`config.mk`:
```
export PLATFORM = sky130hd
export DESIGN_NAME = scan_seek_order_total
export DESIGN_NICKNAME = d
export VERILOG_FILES = /design/src/rtl/ssot_pkg.sv /design/src/rtl/ssot_ram.sv /design/src/rtl/scan_seek_order_total.sv
export SDC_FILE = /design/constraint.sdc
export NUM_CORES = 1
export LEC_CHECK = 0
export BUFFER_PORTS_ARGS = -buffer_cell sky130_fd_sc_hd__buf_4
export CAP_MARGIN = 20
export CORE_MARGIN = 5
export CORE_UTILIZATION = 50
export CTS_BUF_LIST = sky130_fd_sc_hd__clkbuf_4 sky130_fd_sc_hd__clkbuf_8
export DETAILED_ROUTE_END_ITERATION = 10
export PLACE_DENSITY = 0.7
export SLEW_MARGIN = 25
export SYNTH_ARGS = -nofsm -noshare
export SYNTH_HDL_FRONTEND = slang
export SYNTH_HIERARCHICAL = 1
export SYNTH_SLANG_ARGS = --single-unit
```
`constraint.sdc`:
```
create_clock -name clock -period 11.2 [get_ports clock]
set_input_delay 1.68 -clock clock [delete_from_list [all_inputs] [get_ports clock]]
set_output_delay 1.68 -clock clock [all_outputs]
set_load 0.005 [all_outputs]
```
`src/rtl/ssot_pkg.sv`:
```
// ssot_pkg: shared constants, types and helpers for the scan seek scheduler
// used by scan_seek_order_total; depends on nothing else
`default_nettype none
package ssot_pkg;

   localparam int MAX_REQUESTS  = 32;
   localparam int POSITION_BITS = 16;

   // fixed field widths of the ports
   localparam int POS_W   = 16;
   localparam int DIST_W  = 16;
   localparam int TOTAL_W = 22;
   localparam int CSR_IDX_W = 2;

   localparam int ADDR_BITS  = (MAX_REQUESTS > 1) ? $clog2(MAX_REQUESTS) : 1;
   localparam int COUNT_BITS = $clog2(MAX_REQUESTS + 1);

   localparam logic [POS_W-1:0] POS_MASK =
      POS_W'((64'd1 << POSITION_BITS) - 64'd1);
   localparam logic [TOTAL_W-1:0] TOTAL_MAX = {TOTAL_W{1'b1}};
   localparam logic [COUNT_BITS-1:0] COUNT_MAX = COUNT_BITS'(MAX_REQUESTS);

   // register indexes on the csr port
   localparam logic [CSR_IDX_W-1:0] CSR_START_POSITION = CSR_IDX_W'(0);
   localparam logic [CSR_IDX_W-1:0] CSR_SWEEP_END      = CSR_IDX_W'(1);

   typedef enum logic [2:0] {
      S_IDLE,
      S_INSERT,
      S_PLACE,
      S_BEGIN,
      S_SCAN,
      S_UP,
      S_SWEEP,
      S_DOWN
   } sched_state_type;

   function automatic logic [DIST_W-1:0] abs_diff(input logic [POS_W-1:0] a,
                                                  input logic [POS_W-1:0] b);
      logic [DIST_W-1:0] d;
      if (a > b) begin
         d = DIST_W'(a - b);
      end else begin
         d = DIST_W'(b - a);
      end
      return d;
   endfunction

   function automatic logic [TOTAL_W-1:0] sat_add(input logic [TOTAL_W-1:0] s,
                                                  input logic [DIST_W-1:0] d);
      logic [TOTAL_W:0] t;
      logic [TOTAL_W-1:0] r;
      t = {1'b0, s} + (TOTAL_W+1)'(d);
      if (t > {1'b0, TOTAL_MAX}) begin
         r = TOTAL_MAX;
      end else begin
         r = t[TOTAL_W-1:0];
      end
      return r;
   endfunction

endpackage
`default_nettype wire

```
`src/rtl/ssot_ram.sv`:
```
// ssot_ram: generic simple dual-port ram, one write and one registered read
// standalone; no package needed
`default_nettype none
module ssot_ram #(
   parameter int WIDTH = 16,
   parameter int DEPTH = 32
) (
   input  wire logic                                   clock,
   input  wire logic                                   wr_en,
   input  wire logic [((DEPTH > 1) ? $clog2(DEPTH) : 1)-1:0] wr_addr,
   input  wire logic [WIDTH-1:0]                       wr_data,
   input  wire logic [((DEPTH > 1) ? $clog2(DEPTH) : 1)-1:0] rd_addr,
   output logic      [WIDTH-1:0]                       rd_data
);

   logic [WIDTH-1:0] mem_ff [DEPTH];

   always_ff @(posedge clock) begin
      if (wr_en) begin
         mem_ff[wr_addr] <= wr_data;
      end
      rd_data <= mem_ff[rd_addr];
   end

endmodule
`default_nettype wire

```
`src/rtl/scan_seek_order_total.sv`:
```
// scan_seek_order_total: scan (elevator) seek scheduler for one batch of tracks
// uses ssot_pkg and one ssot_ram holding the requests in ascending order
//
// Usage: a request word is taken at a clock edge where start is high and busy
// is low. Each request is inserted into a sorted request ram as it arrives:
// after the accept edge, each stored entry above it is shifted up and then
// the new one is placed (the first word of a batch is written at once), all
// limited by the single ram write port. Requests past MAX_REQUESTS are
// dropped, their last flag still ends the batch. After the last request the
// block passes through a begin state, then scans up the ram for the first
// track above start_position (one entry per cycle), then emits one move per
// cycle: n + 1 moves in all, ascending requests, the move to sweep_end, then
// descending requests. Each move is held on the rsp_ ports for one cycle
// with rsp_valid high; the receiver cannot stall, the last move carries
// rsp_final_move. busy drops in the cycle the final move is shown. csr
// writes (start position, sweep end) take effect at once and are meant for
// idle time only. Reset clears the request count and running total and
// loads start_position 0 and sweep_end all ones; the ram needs no clearing.
`default_nettype none
module scan_seek_order_total (
   input  wire logic                                clock,
   input  wire logic                                reset,
   input  wire logic                                csr_we,
   input  wire logic [ssot_pkg::CSR_IDX_W-1:0]      csr_index,
   input  wire logic [ssot_pkg::POS_W-1:0]          csr_wdata,
   input  wire logic                                start,
   output logic                                     busy,
   input  wire logic [ssot_pkg::POS_W-1:0]          req_request_position,
   input  wire logic                                req_request_last,
   output logic                                     rsp_valid,
   output logic      [ssot_pkg::POS_W-1:0]          rsp_from_position,
   output logic      [ssot_pkg::POS_W-1:0]          rsp_to_position,
   output logic      [ssot_pkg::DIST_W-1:0]         rsp_move_distance,
   output logic      [ssot_pkg::TOTAL_W-1:0]        rsp_running_total,
   output logic                                     rsp_final_move
);

   localparam int AW = ssot_pkg::ADDR_BITS;
   localparam int CW = ssot_pkg::COUNT_BITS;
   localparam int PW = ssot_pkg::POS_W;

   ssot_pkg::sched_state_type state_ff, state_in;

   logic [CW-1:0]                  count_ff, count_in;
   logic [AW-1:0]                  idx_ff, idx_in;
   logic [CW-1:0]                  split_ff, split_in;
   logic [PW-1:0]                  head_ff, head_in;
   logic [ssot_pkg::TOTAL_W-1:0]   sum_ff, sum_in;
   logic [PW-1:0]                  newpos_ff, newpos_in;
   logic                           last_ff, last_in;
   logic [PW-1:0]                  start_pos_ff;
   logic [PW-1:0]                  sweep_end_ff;

   logic                           rsp_valid_ff, rsp_valid_in;
   logic [PW-1:0]                  rsp_from_ff, rsp_from_in;
   logic [PW-1:0]                  rsp_to_ff, rsp_to_in;
   logic [ssot_pkg::DIST_W-1:0]    rsp_dist_ff, rsp_dist_in;
   logic [ssot_pkg::TOTAL_W-1:0]   rsp_total_ff, rsp_total_in;
   logic                           rsp_final_ff, rsp_final_in;

   logic                           ram_we;
   logic [AW-1:0]                  ram_waddr;
   logic [PW-1:0]                  ram_wdata;
   logic [AW-1:0]                  ram_raddr;
   logic [PW-1:0]                  ram_rdata;

   // move datapath, shared by all emitting states
   logic                           emit;
   logic [PW-1:0]                  emit_from, emit_to;
   logic                           emit_final;
   logic [ssot_pkg::DIST_W-1:0]    emit_dist;
   logic [ssot_pkg::TOTAL_W-1:0]   emit_total;

   logic                           accept;
   logic [PW-1:0]                  req_pos;
   logic                           more_up;

   ssot_ram #(
      .WIDTH (PW),
      .DEPTH (ssot_pkg::MAX_REQUESTS)
   ) u_store (
      .clock   (clock),
      .wr_en   (ram_we),
      .wr_addr (ram_waddr),
      .wr_data (ram_wdata),
      .rd_addr (ram_raddr),
      .rd_data (ram_rdata)
   );

   assign busy    = (state_ff != ssot_pkg::S_IDLE);
   assign accept  = start && !busy;
   assign req_pos = req_request_position & ssot_pkg::POS_MASK;
   assign more_up = ({1'b0, idx_ff} + (AW+1)'(1)) < (AW+1)'(count_ff);

   assign emit_dist  = ssot_pkg::abs_diff(emit_to, emit_from);
   assign emit_total = ssot_pkg::sat_add(sum_ff, emit_dist);

   always_ff @(posedge clock) begin
      if (reset) begin
         start_pos_ff <= '0;
         sweep_end_ff <= 16'hFFFF & ssot_pkg::POS_MASK;
      end else if (csr_we) begin
         case (csr_index)
            ssot_pkg::CSR_START_POSITION: start_pos_ff <= csr_wdata & ssot_pkg::POS_MASK;
            ssot_pkg::CSR_SWEEP_END:      sweep_end_ff <= csr_wdata & ssot_pkg::POS_MASK;
            default: ;
         endcase
      end
   end

   always_ff @(posedge clock) begin
      if (reset) begin
         state_ff     <= ssot_pkg::S_IDLE;
         count_ff     <= '0;
         sum_ff       <= '0;
         rsp_valid_ff <= 1'b0;
      end else begin
         state_ff     <= state_in;
         count_ff     <= count_in;
         sum_ff       <= sum_in;
         rsp_valid_ff <= rsp_valid_in;
      end
   end

   always_ff @(posedge clock) begin
      idx_ff       <= idx_in;
      split_ff     <= split_in;
      head_ff      <= head_in;
      newpos_ff    <= newpos_in;
      last_ff      <= last_in;
      rsp_from_ff  <= rsp_from_in;
      rsp_to_ff    <= rsp_to_in;
      rsp_dist_ff  <= rsp_dist_in;
      rsp_total_ff <= rsp_total_in;
      rsp_final_ff <= rsp_final_in;
   end

   always_comb begin
      state_in  = state_ff;
      count_in  = count_ff;
      idx_in    = idx_ff;
      split_in  = split_ff;
      head_in   = head_ff;
      sum_in    = sum_ff;
      newpos_in = newpos_ff;
      last_in   = last_ff;

      ram_we    = 1'b0;
      ram_waddr = idx_ff + AW'(1);
      ram_wdata = ram_rdata;
      ram_raddr = idx_ff;

      emit       = 1'b0;
      emit_from  = head_ff;
      emit_to    = ram_rdata;
      emit_final = 1'b0;

      case (state_ff)
         ssot_pkg::S_IDLE: begin
            if (accept) begin
               newpos_in = req_pos;
               last_in   = req_request_last;
               if (count_ff < ssot_pkg::COUNT_MAX) begin
                  count_in = count_ff + CW'(1);
                  if (count_ff == '0) begin
                     ram_we    = 1'b1;
                     ram_waddr = '0;
                     ram_wdata = req_pos;
                     if (req_request_last) begin
                        state_in = ssot_pkg::S_BEGIN;
                     end
                  end else begin
                     // walk down from the top entry, shifting larger ones up
                     idx_in    = AW'(count_ff - CW'(1));
                     ram_raddr = AW'(count_ff - CW'(1));
                     state_in  = ssot_pkg::S_INSERT;
                  end
               end else if (req_request_last) begin
                  state_in = ssot_pkg::S_BEGIN;
               end
            end
         end

         ssot_pkg::S_INSERT: begin
            ram_we = 1'b1;
            if (ram_rdata > newpos_ff) begin
               ram_wdata = ram_rdata;
               if (idx_ff == '0) begin
                  state_in = ssot_pkg::S_PLACE;
               end else begin
                  idx_in    = idx_ff - AW'(1);
                  ram_raddr = idx_ff - AW'(1);
               end
            end else begin
               ram_wdata = newpos_ff;
               state_in  = last_ff ? ssot_pkg::S_BEGIN : ssot_pkg::S_IDLE;
            end
         end

         ssot_pkg::S_PLACE: begin
            ram_we    = 1'b1;
            ram_waddr = '0;
            ram_wdata = newpos_ff;
            state_in  = last_ff ? ssot_pkg::S_BEGIN : ssot_pkg::S_IDLE;
         end

         // separate state so the first read never meets a write to entry zero
         ssot_pkg::S_BEGIN: begin
            idx_in    = '0;
            ram_raddr = '0;
            state_in  = ssot_pkg::S_SCAN;
         end

         ssot_pkg::S_SCAN: begin
            if (ram_rdata > start_pos_ff) begin
               emit      = 1'b1;
               emit_from = start_pos_ff;
               head_in   = ram_rdata;
               sum_in    = emit_total;
               split_in  = CW'(idx_ff);
               if (more_up) begin
                  idx_in    = idx_ff + AW'(1);
                  ram_raddr = idx_ff + AW'(1);
                  state_in  = ssot_pkg::S_UP;
               end else begin
                  state_in = ssot_pkg::S_SWEEP;
               end
            end else if (more_up) begin
               idx_in    = idx_ff + AW'(1);
               ram_raddr = idx_ff + AW'(1);
            end else begin
               split_in = count_ff;
               head_in  = start_pos_ff;
               state_in = ssot_pkg::S_SWEEP;
            end
         end

         ssot_pkg::S_UP: begin
            emit    = 1'b1;
            head_in = ram_rdata;
            sum_in  = emit_total;
            if (more_up) begin
               idx_in    = idx_ff + AW'(1);
               ram_raddr = idx_ff + AW'(1);
            end else begin
               state_in = ssot_pkg::S_SWEEP;
            end
         end

         ssot_pkg::S_SWEEP: begin
            emit       = 1'b1;
            emit_to    = sweep_end_ff;
            emit_final = (split_ff == '0);
            head_in    = sweep_end_ff;
            sum_in     = emit_total;
            if (split_ff == '0) begin
               count_in = '0;
               sum_in   = '0;
               state_in = ssot_pkg::S_IDLE;
            end else begin
               idx_in    = AW'(split_ff - CW'(1));
               ram_raddr = AW'(split_ff - CW'(1));
               state_in  = ssot_pkg::S_DOWN;
            end
         end

         ssot_pkg::S_DOWN: begin
            emit       = 1'b1;
            emit_final = (idx_ff == '0);
            head_in    = ram_rdata;
            sum_in     = emit_total;
            if (idx_ff == '0) begin
               count_in = '0;
               sum_in   = '0;
               state_in = ssot_pkg::S_IDLE;
            end else begin
               idx_in    = idx_ff - AW'(1);
               ram_raddr = idx_ff - AW'(1);
            end
         end

         default: begin
            state_in = ssot_pkg::S_IDLE;
         end
      endcase
   end

   always_comb begin
      rsp_valid_in = emit;
      rsp_from_in  = emit_from;
      rsp_to_in    = emit_to;
      rsp_dist_in  = emit_dist;
      rsp_total_in = emit_total;
      rsp_final_in = emit_final;
   end

   assign rsp_valid         = rsp_valid_ff;
   assign rsp_from_position = rsp_from_ff;
   assign rsp_to_position   = rsp_to_ff;
   assign rsp_move_distance = rsp_dist_ff;
   assign rsp_running_total = rsp_total_ff;
   assign rsp_final_move    = rsp_final_ff;

   // once moves start they come every cycle until the final one
   assert property (@(posedge clock) disable iff (reset)
      rsp_valid && !rsp_final_move |=> rsp_valid)
      else $error("gap in move words of a batch");

   assert property (@(posedge clock) disable iff (reset)
      rsp_valid && rsp_final_move |=> !rsp_valid)
      else $error("move word after the final move");

   assert property (@(posedge clock) disable iff (reset)
      rsp_valid && !rsp_final_move |-> busy)
      else $error("block idle while the batch is still being emitted");

   assert property (@(posedge clock) disable iff (reset)
      count_ff <= ssot_pkg::COUNT_MAX)
      else $error("request count beyond store depth");

   assert property (@(posedge clock) disable iff (reset)
      rsp_valid && $past(rsp_valid) && !$past(rsp_final_move)
      |-> rsp_running_total >= $past(rsp_running_total))
      else $error("running total went down within a batch");

   // a new batch may be accepted while the final move is shown
   assert property (@(posedge clock) disable iff (reset)
      rsp_valid && rsp_final_move |-> count_ff == '0 && sum_ff == '0)
      else $error("batch state not cleared after final move");

endmodule
`default_nettype wire
```
==> results of run 1 <==
## routing by layer
layer | routed length (um) | GRT usage | vias to the layer above
met2 | 41000 | 0.404 | 718
met5 | 0 | 0 | -
li1 | - | - | 9310
met4 | 3030 | 0.0869 | 0
met1 | 32600 | 0.297 | 9966
met3 | 4580 | 0.0342 | 148
## worst max path at each step
stage | depth (start not counted) | endpoint | slack [ns] | from
floorplan | 28 | rsp_running_total[20] | 4.69 | start_pos_ff[15]
global placement | 27 | rsp_running_total[20] | 2.92 | start_pos_ff[15]
detailed placement | 27 | rsp_running_total[20] | 2.82 | start_pos_ff[13]
CTS | 26 | rsp_running_total[20] | 2.77 | u_store/rd_data[13]
global route | 26 | rsp_running_total[20] | 1.87 | u_store/rd_data[13]
finish | 26 | rsp_running_total[20] | 2.72 | u_store/rd_data[13]
## cells in the mapped netlist, drive strengths merged, types with 12 or more instances
library cell,instances
edfxtp,551
mux2i,278
nand2,195
dfxtp,156
inv,130
a21oi,112
nor2,99
ha,91
a22oi,83
buf,81
o21ai,75
nand3,74
clkbuf,51
a22o,36
nor3,33
nand4,29
a31oi,26
nand3b,23
xnor2,23
a21o,20
a221o,17
mux2,17
a222oi,16
xor2,15
o21a,12
## per-stage QoR
step | area, um2 | utilization | setup WS [ns] | hold WS [ns]
global route | 35000 | 0.566 | 1.87 | 0.513
floorplan | 31400 | - | 4.69 | 0.432
CTS | 35000 | 0.565 | 2.77 | 0.469
detailed placement | 32800 | 0.529 | 2.82 | 0.455
global placement | 32800 | 0.529 | 2.92 | 0.446
finish | 35000 | 0.566 | 2.72 | 0.467
## flip-flops by register name, summed over array words and instances, names as in the netlist
register           flops
u_store/mem_ff       512
rsp_running_total     22
sum_ff                22
head_ff               16
newpos_ff             16
rsp_from_position     16
rsp_move_distance     16
rsp_to_position       16
start_pos_ff          16
sweep_end_ff          16
u_store/rd_data       16
count_ff               6
split_ff               6
idx_ff                 5
state_ff               3
last_ff                1
rsp_final_move         1
rsp_valid              1
## kinds of logic (layout without fill, tap and decap cells)
group,Yosys count,after routing,synth area share
simple gates,528,528,0.0824
compound gates,474,474,0.104
xor+xnor,38,38,0.0106
mux,295,295,0.0948
flops,707,707,0.627
fa+ha+maj,94,94,0.0382
buf+inv,262,476,0.0431
other cells,0,2,0
## final cells by class
| class | count | share of cell area |
|---|---|---|
| Tap cell | 837 | 0.0299 |
| Multi-Input combinational cell | 1429 | 0.299 |
| Timing Repair Buffer | 144 | 0.0316 |
| Inverter | 130 | 0.0139 |
| Antenna cell | 2 | 0.000143 |
| Sequential cell | 707 | 0.562 |
| Clock buffer | 154 | 0.0539 |
| Clock inverter | 48 | 0.00979 |
## critical path, delay by kind of cell, from the launching register on
family | cells | cell delay [ns]
compound gates | 9 | 3.33
mux | 3 | 0.90
fa+ha+maj | 3 | 1.11
buf+inv | 2 | 0.54
simple gates | 8 | 1.87
xor+xnor | 1 | 0.18
flops | 1 | 0.39
==> flow_metrics.tcl, run 1 <==
set metrics [dict create \
    final_layout_size_suffix_gt1_frac 0.155 \
    die_h_um 261 \
    cts_tree "done" \
    run_status "finished, final reports clean" \
    critPathKind "reg -> reg" \
    slew_viol_final 0 \
    cts_root_buf "clkbuf_8" \
    vias 20142 \
    hold_viol 0 \
    numClockSinks 707 \
    n_fill_cell 5071 \
    reg2reg_slack_ns 2.72 \
    end_kind "flip-flop" \
    max_stage_delay_ns 0.71 \
    seq_area_um2 19700 \
    synth_edf_count 551 \
    gp_congestion 0.901 \
    drc 0 \
    cap_violations 0 \
    io_buffers 111 \
    firstDrtPassIters 8 \
    avgSynthCellArea_um2 13.1 \
    reg2reg_depth 26 \
    ctsResizeCount 0 \
    ys_types 89 \
    cp.arrival_ns 9.07 \
    final_nets 2658 \
    pin_count 112 \
    areaGrowthSynthToFinish_pct 11.6 \
    cts-buffers-inserted 113 \
    antenna_found_initial 1 \
    setup_viol 0 \
    grt_pass1_vias 19650 \
    coreArea_um2 61900 \
    fin_skew_ns 0.0416 \
    synth-seq-area-share 0.627 \
    die_w_um 261 \
    period_share 0.757 \
    cp_max_fo 24 \
    htreeDepth 3 \
    holdPathStages 2 \
    synth.net_count 2531 \
    grt_util_all_layers 0.232 \
    rsz0062_at_grt "no" \
    synth_top_cell_by_area "edfxtp_1" \
    synthTopCellsByArea "edfxtp_1 (53%), dfxtp_1 (10%), mux2i_1 (8.9%)" \
    start_util 0.507 \
    r2r-start "u_store/rd_data[13]" \
    grt_max_degree 133 \
    synth-seq-cells 707 \
    finalSetupTns_ns 0 \
    clkLatencyLatePin_ns 0.74 \
    routed_wl_mm 81.2 \
    tightest_slew_ns 1.11 \
    hold_path.startpoint "sum_ff[0]" \
    multi_input_area_um2 10500 \
    overflow 0 \
    cp-start-kind "flip-flop" \
    mostFrequentLayoutCell "edfxtp_1" \
    synthArstFlopShare 0 \
    viasPerCell 5.84 \
    clock.fmax_ghz 0.118 \
    clkSlewWorstSetupHoldPaths_ns 0.06 \
    wire_per_inst_um 23.5 \
    place_hpwl_mm 52.6 \
    most-common-layout-cells "edfxtp_1 (551), mux2i_1 (278), nand2_1 (194)" \
    postRouteAntennaNets 0 \
    grt_pass1_wl_mm 120 \
    worst_path_max_delay_cell "a21oi_4" \
    hold_path_class "reg -> reg" \
    clock_path_buffers 3 \
    slew_headroom 0.257 \
    die_area_um2 67900 \
    ys_warn_count 6 \
    postCtsHoldBufs 0 \
    cp.required_ns 11.80 \
    place_inst 3247 \
    period_minus_slack_ns 8.48 \
    num_rows 91 \
    synth_top_area_share 0.527 \
    r2r-end "rsp_running_total[20]" \
    min_to "sum_ff[0]" \
    syn_inst 2398 \
    cpMostUsedCell "ha_1" \
    initialDrtViolationCount 1705 \
    post_cts_buffers 0 \
    syn_area_um2 31400 \
    yosys_most_used_dff "edfxtp_1" \
    stdcell_count 3451 \
]
Power of run 1 is left out: the tool's default activity adds up to more than one toggle a clock period on the data nets, which glitch-free logic cannot reach.
==> run 2: changes to the inputs <==
Settings changed: ABC_AREA from default to 1, PLACE_DENSITY 0.7 to 0.69.
Clock period 11.2 ns to 8.84 ns, I/O delays scaled along.
==> run 2 against run 1 <==
  * Worst hold slack got worse by 0.0055 ns
  * Cell count up 30%
  * First-iteration DRC count grew 48%
  * Worst setup slack worse by 0.51 ns
  * Utilization down 0.067 points
  * Count of clock-buffer cells in the layout rose by 4
==> flow_metrics.tcl, run 2 <==
set metrics [dict create \
    setup_ws_ns 2.22 \
    grt_pass1_vias 22711 \
    synth_fa_ha_area_frac 0.0367 \
    reg2reg_depth 33 \
    cts_root_buf "clkbuf_8" \
    period_share 0.749 \
    cap_violations 0 \
    n_fill_cell 5610 \
    fin_skew_ns 0.0327 \
    synth_edf_count 551 \
    firstDrtPassIters 6 \
    r2r-end "sum_ff[2]" \
    synth_top_family_by_area "simple AND/OR/NAND/NOR gates" \
    final_nets 3663 \
    gp_congestion 0.986 \
    final_util 0.565 \
    hold_path.startpoint "sweep_end_ff[15]" \
    worst_path_max_delay_cell "inv_1" \
    r2r-start "u_store/rd_data[11]" \
    die_w_um 266 \
    critPathKind "reg -> reg" \
    die_area_um2 70600 \
    wire_per_inst_um 19.4 \
    cp_max_fo 32 \
    clkSlewWorstSetupHoldPaths_ns 0.06 \
    slew_headroom 0.315 \
    max_stage_delay_ns 0.65 \
    io_buffers 111 \
    synth_top_cell_by_area "edfxtp_1" \
    synthTopCellsByArea "edfxtp_1 (51%), nand2_1 (13%), dfxtp_1 (9.6%)" \
    viasPerCell 5.42 \
    num_rows 93 \
    pin_count 112 \
    htreeDepth 3 \
    synth_compound_area_frac 0.0603 \
    period_minus_slack_ns 6.62 \
    initialDrtViolationCount 2523 \
    yosys_most_used_dff "edfxtp_1" \
    syn_area_um2 32700 \
    ys_types 53 \
    regMostFlops "u_store/mem_ff" \
    syn_inst 3397 \
    place_ws_ns 2.21 \
    end_kind "flip-flop" \
    numClockSinks 707 \
    holdPathStages 2 \
    rsz0062_at_grt "no" \
    min_to "sweep_end_ff[15]" \
    clock.fmax_ghz 0.151 \
    synth_top_cells_by_count "nand2_1 (1105), edfxtp_1 (551), nand3_1 (479)" \
    clock_path_buffers 3 \
    synth.net_count 3530 \
    run_status "finished, final reports clean" \
    cts-buffers-inserted 115 \
    postRouteAntennaNets 0 \
    vias 24288 \
    largest_reg_flops 512 \
    synthSimpleGateAreaFrac 0.230 \
    postCtsHoldBufs 0 \
    cts_tree "done" \
    finalSetupTns_ns 0 \
    overflow 0 \
    antenna_found_initial 0 \
    die_h_um 266 \
    grt_max_degree 208 \
    hold_path_class "reg -> reg" \
    cpMostUsedCell "nand2_1" \
    hold_viol 0 \
    clkLatencyLatePin_ns 0.73 \
    drc 0 \
    final_layout_size_suffix_gt1_frac 0.105 \
    stdcell_area_um2 36500 \
    synth-seq-cells 707 \
    avgSynthCellArea_um2 9.63 \
    slew_viol_final 0 \
    mostFrequentLayoutCell "nand2_1" \
    reg2reg_slack_ns 2.22 \
    synthXorXnorAreaFrac 0.0115 \
    cp-start-kind "flip-flop" \
    grt_pass1_wl_mm 132 \
    yosysMostFrequentCell "nand2_1" \
    most-common-layout-cells "nand2_1 (1105), edfxtp_1 (551), nand3_1 (479)" \
    cp.required_ns 9.44 \
    synthArstFlopShare 0 \
    synth_top_area_share 0.506 \
    synth.mux.area_fraction 0 \
    ys_warn_count 6 \
    routed_wl_mm 87.0 \
    setup_viol 0 \
    place_area_um2 34100 \
    ctsResizeCount 0 \
    start_util 0.506 \
    tightest_slew_ns 1.03 \
    place_hpwl_mm 55.1 \
    cp.arrival_ns 7.22 \
    post_cts_buffers 0 \
    grt_util_all_layers 0.237 \
    areaGrowthSynthToFinish_pct 11.6 \
    coreArea_um2 64600 \
    synth-seq-area-share 0.601 \
]
[run 2: cell types whose count changed in the layout (fill, tap and decap cells not counted), sizes merged, moves of 19 or more]
cell / before / now
a22o: 36 / 0
o211ai: 11 / 30
inv: 132 / 253
buf: 144 / 177
nand2: 195 / 1110
mux2i: 278 / 0
a22oi: 83 / 0
nand3: 74 / 480
o21ai: 75 / 134
a31oi: 26 / 3
a21oi: 112 / 151
nor2: 99 / 141
[run 2: critical path: cells and delay by family, from the launching register on]
kind	cells	cell delay [ns]
simple gates	16	2.26
fa+ha+maj	4	1.28
flops	1	0.38
compound gates	7	1.26
buf+inv	6	1.32
[run 2: final cells by class]
class | count | area (um2) | area share
Sequential cell | 707 | 19700 | 0.539
Multi-Input combinational cell | 2277 | 11100 | 0.304
Clock buffer | 158 | 1970 | 0.0540
Timing Repair Buffer | 177 | 1340 | 0.0368
Tap cell | 855 | 1070 | 0.0293
Inverter | 252 | 960 | 0.0263
Clock inverter | 53 | 374 | 0.0103
Antenna cell | 1 | 2.50 | 0.0000686
[run 2: per-stage QoR]
stage,cells,hold slack (ns)
finish,4480,0.461
global route,4479,0.485
CTS,4479,0.463
detailed placement,4268,0.448
global placement,4268,0.444
floorplan,3397,0.429
[run 2: worst max path at each step]
stage	startpoint	endpoint	slack [ns]	cells past startpoint
6_report	u_store/rd_data[11]	sum_ff[2]	2.22	33
5_1_grt	start_pos_ff[9]	sum_ff[2]	1.41	34
4_1_cts	start_pos_ff[15]	sum_ff[2]	2.20	34
3_5_place_dp	u_store/rd_data[13]	sum_ff[2]	2.21	33
3_3_place_gp	u_store/rd_data[12]	sum_ff[2]	2.41	34
2_1_floorplan	start_pos_ff[15]	sum_ff[10]	3.89	33
[run 2: cells by family after synthesis]
logic type                 count (synthesis)
adders and majority gates                 94
xor gates and xnor gates                  43
buffers and inverters                    413
and+or+nand+nor                         1784
DFF                                      707
AOI/OAI and AO/OA                        356
[run 2: routing by layer]
metal	vias up	track usage	share of wire
met5	-	0	0
met4	0	0.0959	0.042
met3	189	0.0362	0.070
met2	978	0.389	0.47
met1	11318	0.320	0.41
li1	11803	-	-
Power of run 2 is left out for the same reason.
